### config.mk
export PLATFORM = sky130hd
export DESIGN_NAME = chunked_transfer_decoder_top
export DESIGN_NICKNAME = d
export VERILOG_FILES = /design/src/rtl/ctd_pkg.sv /design/src/rtl/ctd_in_stage.sv /design/src/rtl/ctd_core.sv /design/src/rtl/chunked_transfer_decoder_top.sv
export SDC_FILE = /design/constraint.sdc
export NUM_CORES = 1
export LEC_CHECK = 0
export BUFFER_PORTS_ARGS = -buffer_cell sky130_fd_sc_hd__buf_4
export CORE_MARGIN = 10
export CORE_UTILIZATION = 50
export CTS_CLUSTER_SIZE = 10
export DETAILED_ROUTE_END_ITERATION = 8
export PLACE_DENSITY = 0.71
export SYNTH_ARGS = -nofsm -noshare
export SYNTH_HDL_FRONTEND = slang
export SYNTH_HIERARCHICAL = 1
export SYNTH_SLANG_ARGS = --single-unit
### constraint.sdc
create_clock -name clk_i -period 3.4 [get_ports clk_i]
set_input_delay 0.68 -clock clk_i [delete_from_list [all_inputs] [get_ports clk_i]]
set_output_delay 0.68 -clock clk_i [all_outputs]
set_load 0.05 [all_outputs]
### src/rtl/ctd_pkg.sv
// Shared types, constants and the hex digit decoder of the chunked decoder.
// No dependencies; imported by every module of the block.
package ctd_pkg;

  localparam int unsigned ByteW           = 8;
  localparam int unsigned CfgW            = 4;
  localparam int unsigned NibbleW         = 4;
  localparam int unsigned SizeDigitsLimit = 8;
  localparam int unsigned SizeW           = NibbleW * SizeDigitsLimit;
  localparam int unsigned CountW          = 4;

  localparam logic [CfgW-1:0]   MaxDigitsReset = 4'd5;
  localparam logic [CountW-1:0] DigitsMin      = 4'd1;
  localparam logic [CountW-1:0] DigitsMax      = CountW'(SizeDigitsLimit);
  localparam logic [ByteW-1:0]  ChCr           = 8'h0D;
  localparam logic [ByteW-1:0]  ChLf           = 8'h0A;

  typedef enum logic [1:0] {
    KIND_FRAME = 2'd0,
    KIND_BODY  = 2'd1,
    KIND_DONE  = 2'd2,
    KIND_ERR   = 2'd3
  } kind_e;

  typedef enum logic [7:0] {
    PH_SIZE     = 8'b0000_0001,
    PH_SIZE_LF  = 8'b0000_0010,
    PH_DATA     = 8'b0000_0100,
    PH_DATA_CR  = 8'b0000_1000,
    PH_DATA_LF  = 8'b0001_0000,
    PH_FINAL_CR = 8'b0010_0000,
    PH_FINAL_LF = 8'b0100_0000,
    PH_HALT     = 8'b1000_0000
  } phase_e;

  typedef struct packed {
    logic [ByteW-1:0] in_byte;
    logic             first;
  } in_word_t;

  // Registered input word handed to the decode stage
  typedef struct packed {
    logic     valid;
    in_word_t word;
  } in_stage_t;

  typedef struct packed {
    logic               valid;
    logic [NibbleW-1:0] value;
  } hex_t;

  // Decode one ASCII hex digit (0-9, a-f, A-F)
  function automatic hex_t hex_decode(logic [ByteW-1:0] c);
    hex_t h;
    h.valid = 1'b0;
    h.value = '0;
    if (c >= 8'h30 && c <= 8'h39) begin
      h.valid = 1'b1;
      h.value = NibbleW'(c - 8'h30);
    end else if (c >= 8'h61 && c <= 8'h66) begin
      h.valid = 1'b1;
      h.value = NibbleW'(c - 8'h57);
    end else if (c >= 8'h41 && c <= 8'h46) begin
      h.valid = 1'b1;
      h.value = NibbleW'(c - 8'h37);
    end
    return h;
  endfunction

endpackage

### src/rtl/ctd_in_stage.sv
// Input register of the chunked decoder: takes one word from the stream port.
// Depends on ctd_pkg.
module ctd_in_stage (
  input  logic                  clk_i,
  input  logic                  rst_ni,
  input  logic                  s_valid_i,
  output logic                  s_ready_o,
  input  ctd_pkg::in_word_t     s_word_i,
  output ctd_pkg::in_stage_t    stage_o,
  input  logic                  stage_ready_i
);
  import ctd_pkg::*;

  logic     full_q, full_d;
  in_word_t word_q;
  logic     load;

  // Accept when empty or when the held word moves on this cycle
  assign s_ready_o = !full_q || stage_ready_i;
  assign load      = s_valid_i && s_ready_o;

  always_comb begin
    full_d = full_q;
    if (load) begin
      full_d = 1'b1;
    end else if (stage_ready_i) begin
      full_d = 1'b0;
    end
  end

  always_ff @(posedge clk_i or negedge rst_ni) begin
    if (!rst_ni) begin
      full_q <= 1'b0;
    end else begin
      full_q <= full_d;
    end
  end

  // Hold the payload until it is replaced
  always_ff @(posedge clk_i) begin
    if (load) begin
      word_q <= s_word_i;
    end
  end

  assign stage_o.valid = full_q;
  assign stage_o.word  = word_q;

endmodule

### src/rtl/ctd_core.sv
// Decode stage of the chunked decoder: framing state, size parse and the
// result register. Depends on ctd_pkg.
module ctd_core (
  input  logic                        clk_i,
  input  logic                        rst_ni,
  input  logic                        cfg_we_i,
  input  logic [ctd_pkg::CfgW-1:0]    cfg_wdata_i,
  input  ctd_pkg::in_stage_t          stage_i,
  output logic                        stage_ready_o,
  output logic                        m_valid_o,
  input  logic                        m_ready_i,
  output ctd_pkg::kind_e              m_kind_o,
  output logic [ctd_pkg::ByteW-1:0]   m_body_byte_o
);
  import ctd_pkg::*;

  logic [CfgW-1:0]   max_digits_q;
  phase_e            phase_q, phase_d, phase_c;
  logic [SizeW-1:0]  acc_q, acc_d, acc_c;
  logic [CountW-1:0] cnt_q, cnt_d, cnt_c;
  logic [SizeW-1:0]  rem_q, rem_d, rem_c;
  logic [CountW-1:0] limit;
  hex_t              hex;
  logic [ByteW-1:0]  c;
  kind_e             kind;
  logic [ByteW-1:0]  body;
  logic              out_valid_q;
  kind_e             out_kind_q;
  logic [ByteW-1:0]  out_body_q;
  logic              out_free;
  logic              consume;

  assign out_free      = !out_valid_q || m_ready_i;
  assign consume       = stage_i.valid && out_free;
  assign stage_ready_o = out_free;

  // Clamp the digit limit to the supported range
  always_comb begin
    limit = CountW'(max_digits_q);
    if (max_digits_q == '0) begin
      limit = DigitsMin;
    end else if (CountW'(max_digits_q) > DigitsMax) begin
      limit = DigitsMax;
    end
  end

  assign c   = stage_i.word.in_byte;
  assign hex = hex_decode(c);

  // Start a new message: clear state before the byte is used
  always_comb begin
    if (stage_i.word.first) begin
      phase_c = PH_SIZE;
      acc_c   = '0;
      cnt_c   = '0;
      rem_c   = '0;
    end else begin
      phase_c = phase_q;
      acc_c   = acc_q;
      cnt_c   = cnt_q;
      rem_c   = rem_q;
    end
  end

  // One framing step per byte
  always_comb begin
    phase_d = phase_c;
    acc_d   = acc_c;
    cnt_d   = cnt_c;
    rem_d   = rem_c;
    kind    = KIND_FRAME;
    body    = '0;
    case (phase_c)
      PH_SIZE: begin
        if (hex.valid) begin
          if (cnt_c >= limit) begin
            kind    = KIND_ERR;
            phase_d = PH_HALT;
          end else begin
            acc_d = {acc_c[SizeW-NibbleW-1:0], hex.value};
            cnt_d = cnt_c + CountW'(1);
          end
        end else if (c == ChCr && cnt_c != '0) begin
          phase_d = PH_SIZE_LF;
        end else begin
          kind    = KIND_ERR;
          phase_d = PH_HALT;
        end
      end
      PH_SIZE_LF: begin
        if (c != ChLf) begin
          kind    = KIND_ERR;
          phase_d = PH_HALT;
        end else if (acc_c == '0) begin
          phase_d = PH_FINAL_CR;
        end else begin
          rem_d   = acc_c;
          phase_d = PH_DATA;
        end
      end
      PH_DATA: begin
        kind  = KIND_BODY;
        body  = c;
        rem_d = rem_c - SizeW'(1);
        if (rem_c == SizeW'(1)) begin
          phase_d = PH_DATA_CR;
        end
      end
      PH_DATA_CR: begin
        if (c == ChCr) begin
          phase_d = PH_DATA_LF;
        end else begin
          kind    = KIND_ERR;
          phase_d = PH_HALT;
        end
      end
      PH_DATA_LF: begin
        if (c == ChLf) begin
          phase_d = PH_SIZE;
          acc_d   = '0;
          cnt_d   = '0;
        end else begin
          kind    = KIND_ERR;
          phase_d = PH_HALT;
        end
      end
      PH_FINAL_CR: begin
        if (c == ChCr) begin
          phase_d = PH_FINAL_LF;
        end else begin
          kind    = KIND_ERR;
          phase_d = PH_HALT;
        end
      end
      PH_FINAL_LF: begin
        phase_d = PH_HALT;
        kind    = (c == ChLf) ? KIND_DONE : KIND_ERR;
      end
      default: begin
        kind    = KIND_ERR;
        phase_d = PH_HALT;
      end
    endcase
  end

  // Advance state and the config register
  always_ff @(posedge clk_i or negedge rst_ni) begin
    if (!rst_ni) begin
      max_digits_q <= MaxDigitsReset;
      phase_q      <= PH_SIZE;
      acc_q        <= '0;
      cnt_q        <= '0;
      rem_q        <= '0;
      out_valid_q  <= 1'b0;
    end else begin
      if (cfg_we_i) begin
        max_digits_q <= cfg_wdata_i;
      end
      if (consume) begin
        phase_q <= phase_d;
        acc_q   <= acc_d;
        cnt_q   <= cnt_d;
        rem_q   <= rem_d;
      end
      if (consume) begin
        out_valid_q <= 1'b1;
      end else if (m_ready_i) begin
        out_valid_q <= 1'b0;
      end
    end
  end

  // Load the result word
  always_ff @(posedge clk_i) begin
    if (consume) begin
      out_kind_q <= kind;
      out_body_q <= body;
    end
  end

  assign m_valid_o     = out_valid_q;
  assign m_kind_o      = out_kind_q;
  assign m_body_byte_o = out_body_q;

endmodule

### src/rtl/chunked_transfer_decoder_top.sv
// Chunked transfer body decoder: one raw byte in, one result word out.
// Input register, decode stage with framing state, and result register.
// Usage:
//   s_axis carries one body byte per word; tuser[0] marks the first byte of a
//   new message and clears the framing state before that byte is decoded.
//   m_axis returns exactly one word per input word: tuser holds the kind
//   (framing, body byte, message complete, error), tdata the body byte
//   (zero unless the kind is body byte).
//   cfg_we_i writes the size digit limit (reset 5; 0 acts as 1, above 8 as 8);
//   write it only while no word is in flight.
// Timing:
//   An accepted word passes the input register, then the result register.
//   Throughput is one word per cycle while m_axis_tready is high, set by the
//   single decode stage updating the phase, size and remaining byte counters.
// Reset and stall:
//   Reset empties both registers and returns to reading a size line.
//   When m_axis_tready is low the result holds, the input register fills, and
//   s_axis_tready then drops until the result is taken.
//   After completion or an error every byte yields an error until a byte
//   marked first arrives.
module chunked_transfer_decoder_top (
  input  logic                      clk_i,
  input  logic                      rst_ni,
  input  logic                      cfg_we_i,
  input  logic [ctd_pkg::CfgW-1:0]  cfg_wdata_i,
  input  logic                      s_axis_tvalid,
  output logic                      s_axis_tready,
  input  logic [7:0]                s_axis_tdata,   // [7:0] in_byte
  input  logic [0:0]                s_axis_tuser,   // [0] first
  output logic                      m_axis_tvalid,
  input  logic                      m_axis_tready,
  output logic [7:0]                m_axis_tdata,   // [7:0] body_byte
  output logic [1:0]                m_axis_tuser    // [1:0] kind
);
  import ctd_pkg::*;

  in_word_t  s_word;
  in_stage_t stage;
  logic      stage_ready;
  kind_e     m_kind;

  assign s_word.in_byte = s_axis_tdata;
  assign s_word.first   = s_axis_tuser[0];

  ctd_in_stage u_in_stage (
    .clk_i        (clk_i),
    .rst_ni       (rst_ni),
    .s_valid_i    (s_axis_tvalid),
    .s_ready_o    (s_axis_tready),
    .s_word_i     (s_word),
    .stage_o      (stage),
    .stage_ready_i(stage_ready)
  );

  ctd_core u_core (
    .clk_i        (clk_i),
    .rst_ni       (rst_ni),
    .cfg_we_i     (cfg_we_i),
    .cfg_wdata_i  (cfg_wdata_i),
    .stage_i      (stage),
    .stage_ready_o(stage_ready),
    .m_valid_o    (m_axis_tvalid),
    .m_ready_i    (m_axis_tready),
    .m_kind_o     (m_kind),
    .m_body_byte_o(m_axis_tdata)
  );

  assign m_axis_tuser = m_kind;

endmodule

* Yosys cells after proc, flatten, opt, wreduce, memory -nomap -nowiden
Index checks and enable logic that the tools add are counted.
** Word-level totals
- Register bits :: 101
- Bits of input ports :: 18
- Output and inout bits :: 12
** Cells by class
- $add $sub $neg :: 5
- Magnitude comparators :: 8
- Equality and inequality tests :: 11
- Multiplexer cells :: 42
- Reductions and logical operators :: 16
** Operators by type and width (number)
- $mux W32 :: 7
- $pmux W32 S2 :: 2
- $mux W8 :: 9
- $pmux W8 S6 :: 1
- $eq A32 B1 Y1 const B :: 1
- $logic_not A32 Y1 :: 1
- $sub A32 B1 Y32 const B :: 1
- $eq A8 B4 Y1 const B :: 3
- $mux W4 :: 6
- $ge A8 B7 Y1 const B :: 2
- $le A8 B7 Y1 const B :: 2
- $mux W5 :: 3
- $mux W2 :: 6
- $pmux W2 S6 :: 1
- $eq A8 B1 Y1 const B :: 1
- $eq A8 B2 Y1 const B :: 1
- $eq A8 B3 Y1 const B :: 1
- $eq A8 B5 Y1 const B :: 1
- $eq A8 B6 Y1 const B :: 1
- $eq A8 B7 Y1 const B :: 1
- $ge A8 B6 Y1 const B :: 1
- $le A8 B6 Y1 const B :: 1
- $ne A8 B4 Y1 const B :: 1
- $pmux W4 S2 :: 1
- 14 further kinds :: 27

* Depth between registers and ports, before layout
- Depth after elaboration :: 8
- Mapped depth :: 15
- Depth with buffers taken out :: 10

* Cells and area by module
Netlist, hierarchy kept.
** By module, submodules not included
- ctd_core :: times used 1, cells each 628, area an instance 5550.3 um^2, sequential area each 2331.0 um^2
- ctd_in_stage :: times used 1, cells each 14, area an instance 331.6 um^2, sequential area each 295.3 um^2

* Worst setup path before layout
OpenSTA, ideal clock, no wires.
- Kind :: register -> register
- Start :: reg u_in_stage.word_q, in the netlist u_in_stage/stage_o[0]
- End :: reg u_core.acc_q[26]
- Arrival time :: 3458 ps
- Data required time :: 3336 ps
- Path slack :: -122 ps
- Stages on the path, launching flop included :: 16
- Path buffers :: 6
- Path through :: edfxtp_1 clkbuf_1 clkbuf_1 clkbuf_1 buf_1 nor2b_1 inv_1 ha_1 nand2b_1 a211oi_1 o22ai_2 or3_1 buf_2 buf_2 a21oi_1 a21o_1
** On the way
- Cells in the longest elaborated chain, start to end :: 5
- Elaborated cells between the ends (all ways) :: 10
- Classes of those cells :: 1 x order compare; 2 x eq/ne; 7 x mux
** RTL lines
- start, declared :: line ctd_in_stage.sv:15 : in_word_t word_q;
- start signal, assigned :: line ctd_in_stage.sv:42 : word_q <= s_word_i;
- $mux W4 :: line ctd_core.sv:52 : if (stage_i.word.first) begin
- $ge A4 B4 Y1 :: line ctd_core.sv:76 : if (cnt_c >= limit) begin
- $mux W32 :: line ctd_core.sv:76
- $mux W32 :: line ctd_core.sv:75 : if (hex.valid) begin
- $pmux W32 S2 (*) :: line ctd_core.sv:73 : case (phase_c)
- end signal, assigned :: line ctd_core.sv:151 : acc_q <= '0;
- end signal, assigned :: line ctd_core.sv:161 : acc_q <= acc_d;
- end, declared :: line ctd_core.sv:19 : logic [SizeW-1:0] acc_q, acc_d, acc_c;
Mark *: on every way between the ends. The rest lies on a longest branch, timed or not.
A chain may end at the register's enable or synchronous reset.

* Final worst setup path
- Start :: reg u_in_stage.word_q, in the netlist u_in_stage/stage_o[5]
- End :: reg u_core.rem_q[29]
** On the way
- Cells in the longest elaborated chain, start to end :: 3
** RTL lines
- $ne A8 B4 Y1 :: line ctd_core.sv:91 : if (c != ChLf) begin
- $mux W32 :: line ctd_core.sv:91
- $pmux W32 S2 :: line ctd_core.sv:73
- end signal, assigned :: line ctd_core.sv:163 : rem_q <= rem_d;
- end, declared :: line ctd_core.sv:21 : logic [SizeW-1:0] rem_q, rem_d, rem_c;
Every way passes these cells.

==> summary.txt <==
CTS
  • H-tree depth: 3
  • CTS resizes: 0
  • TritonCTS clock tree: built
  • Reg clk slew, reported paths: 0.07 ns
  • Post-CTS Setup Inserts: 0
  • TritonCTS Sinks: 101
  • Root Buffer: clkbuf_16
  • Hold Buf Count CTS: 0
  • Clk_lat worst skew: 0.36 ns
  • CTS max path bufs: 2
  • Num CTS Buffers: 9

Synth
  • Synth Area per Inst: just over 9 um2
  • Cell with the most instances after synthesis: dfrtp_1
  • Count of cell types in the netlist: 79
  • EDFF count, synth: 19
  • Syn Std Cell Area: 5882 um2
  • Top post-synthesis cells by area: dfrtp_1, edfxtp_1, nand2_1, a21oi_1, nor2_1
  • Top FF cell, synth: dfrtp_1
  • Async S/R FF share, synth: approximately four fifths
  • Synth warn: 6
  • Syn nets: 672
  • Synth cell count leaders: dfrtp_1, nand2_1, nor2_1
  • Synth Register Bits: between 100 and 150
  • Post-synth top area share: 33.61%
  • Cell type with the largest total area after synthesis: dfrtp_1
  • Sequential area share after synthesis: 44.65%
  • Mapped Cells: between 600 and 700

Critical path
  • FF-to-FF Start: u_in_stage/stage_o[5]
  • Arrival @ worst endpoint: 3.28 ns
  • R2r setup slk: ~0.34 ns
  • CP startpoint kind: flip-flop
  • Critical Path RT: between 3 and 4 ns
  • CP max stage delay: 0.64 ns
  • Worst R2R Path Depth: 6
  • End of the critical path: u_core/rem_q[29]
  • Reg2reg end: u_core/rem_q[29]
  • Slowest cell on crit path: nor4_1
  • CP cell instances: nor4_1 > and4_1 > o21ai_0 > a21o_1 > a222oi_1 > o21ai_0
  • Worst Setup End Kind: flip-flop
  • CP most frequent cell: o21ai_0
  • Crit. Startpoint: u_in_stage/stage_o[5]
  • CP Class: flip-flop to flip-flop
  • CP max FO: 14

Global route
  • Initial antenna violation count: 0
  • Largest net degree at the start of global routing: 83
  • Total global routing overflow: 0
  • Global-route wire length before repair: 28,410 um
  • Number of global-route vias before repair: 5,251
  • Total GRT Usage: 21.24%

Timing
  • Worst Tran Pin Value: roughly 1.3 ns
  • Tightest hold margin: slightly below 0.5 ns
  • Tcrit/Tclk final: around nine tenths
  • Worst Skew: roughly 0.013 ns
  • Final setup violation count: 0
  • Minimum clock period after layout: 3.062 ns
  • RSZ-0062 raised after global routing: no
  • Max-slew violations: 0
  • Final Hold Viols: 0
  • Max Clock Freq: 0.3266 GHz
  • Setup TNS: 0 ns
  • Relative slew slack: 15.65%

Power and ir drop
  • Sw power: 991.2 uW
  • Clk pwr share: 32.7%
  • Comb power frac: a little over a fifth
  • Sequential share of power: about 46%
  • LEAKAGE: 2.884 nW
  • Worst-case vdd ir drop: 0.4895 mV
  • Pwr/cell area: 476.7 nW/um2
  • Switch share: 31.67%
  • Internal Power: 2.138 mW

Floorplan
  • Top Ports: 30
  • Die Y: 128.5 um
  • Core region area: 11,470 um2
  • Die width: 128.5 um
  • Die ar.: 16,500 um2
  • Row cnt: 39
  • Starting Density: 51.29%

Detailed routing
  • Initial DRC count: ~630
  • DR vias/cell: a little under 7
  • DRC: 0
  • TritonRoute pass-1 iters: 5
  • Vias: 5,474
  • ANT nets after route: 0
  • Routed len/inst: 21.37 um
  • Final WL: 17,400 um

Final layout
  • Antenna Diode Count: 0
  • Layout area overhead: 11.61%
  • Filler Cells Inserted: 997
  • Final nets: just under 700
  • Fraction of layout cells with a size suffix above 1: 13.26%

Outcome
  • Status: finished clean

Placement
  • Number of port buffers: 29
  • DP Wirelength: 12,080 um
  • GP Congestion: 0.9211

Hold path
  • Worst hold path type: primary input to async pin

Job
  • Max-cap violations: 0
cells in the final DEF, fill, tap and decap left out, types with 21 or more instances in the layout:
| master | Yosys | layout |
|---|---|---|
| nand3_1 | 26 | 26 |
| a21oi_1 | 43 | 43 |
| nand2_1 | 73 | 72 |
| buf_4 | 1 | 50 |
| nor3_1 | 22 | 22 |
| dfrtp_1 | 79 | 79 |
| o21ai_0 | 31 | 31 |
| a21o_1 | 21 | 21 |
| nor2_1 | 57 | 57 |
through the flow:
| stage | cells | power, mW | util (%) | setup WS (ns) | cell area (um2) |
|---|---|---|---|---|---|
| after floorplan | 642 | 1.886 | - | 0.06611 | 5884 |
| after global placement | 798 | 2.091 | 54.77 | 0.4901 | 6281 |
| after detailed placement | 798 | 2.110 | 54.77 | 0.4226 | 6281 |
| after CTS | 814 | 3.133 | 57.25 | 0.3959 | 6565 |
| after global routing | 814 | 3.268 | 57.25 | 0.1573 | 6565 |
| final | 814 | 3.129 | 57.25 | 0.3379 | 6565 |
worst min-delay path by stage:
stage	start	to	slack (ns)
floorplan	rst_ni	u_core/acc_q[0]	0.38
global placement	u_core/phase_q[0]	u_core/phase_q[0]	0.48
detailed placement	u_core/phase_q[0]	u_core/phase_q[0]	0.48
CTS	s_axis_tdata[3]	u_in_stage/stage_o[4]	0.49
global route	s_axis_tdata[4]	u_in_stage/stage_o[5]	0.49
finish	rst_ni	u_core/phase_q[4]	0.49
routing by layer:
metal	share of wire, %	track usage, %	vias to the layer above	wire (um)
li1	-	-	2496	-
met1	44	29.10	2704	7590
met2	47	32.22	245	8158
met3	7.6	5.092	29	1323
met4	1.9	7.219	0	326
met5	0	0	-	0
cells by family (layout without fill, tap and decap cells):
group / Yosys count / in the layout / synth area share (%)
multiplexers: 8 / 8 / 1.468
AND/OR/NAND/NOR: 261 / 261 / 22.74
buffers and inverters: 50 / 79 / 3.595
flip-flops: 101 / 101 / 44.65
XOR/XNOR: 4 / 4 / 0.5957
adder cells (fa/ha/maj): 12 / 12 / 2.553
AO/OA/AOI/OAI: 206 / 206 / 24.40
power groups by stage:
stage               clock (mW)  combinational, mW  sequential, mW
floorplan                    0              0.433            1.45
global placement             0              0.637            1.45
detailed placement           0              0.652            1.46
CTS                       1.04              0.654            1.44
global route              1.08              0.734            1.46
finish                    1.02              0.663            1.44
final cells by class:
type	instances	area, um2	share of cell area (%)
multi-input combinational	491	3052	46.48
clock inverter	5	51.30	0.7814
timing repair buffer	50	375.4	5.718
sequential	101	2626	40.00
tap	143	178.9	2.725
clock buffer	11	232.7	3.545
inverter	13	48.80	0.7433
critical path: cells and delay by family (launching register included):
| family | cells | cell delay, ns |
|---|---|---|
| AOI/OAI and AO/OA | 4 | 1.35 |
| DFF | 1 | 0.42 |
| and+or+nand+nor | 2 | 1.15 |
flip-flops by register name, indices dropped and copies added (netlist names):
name and count:
u_core/m_kind_o 2, u_core/rem_q 32, u_in_stage/full_q 1, u_core/acc_q 32
u_core/m_body_byte_o 8, u_core/phase_q 8, u_core/cnt_q 4, u_in_stage/stage_o 9
u_core/m_valid_o 1, u_core/max_digits_q 4
No activity file was read; power rests on OpenSTA's default activity.
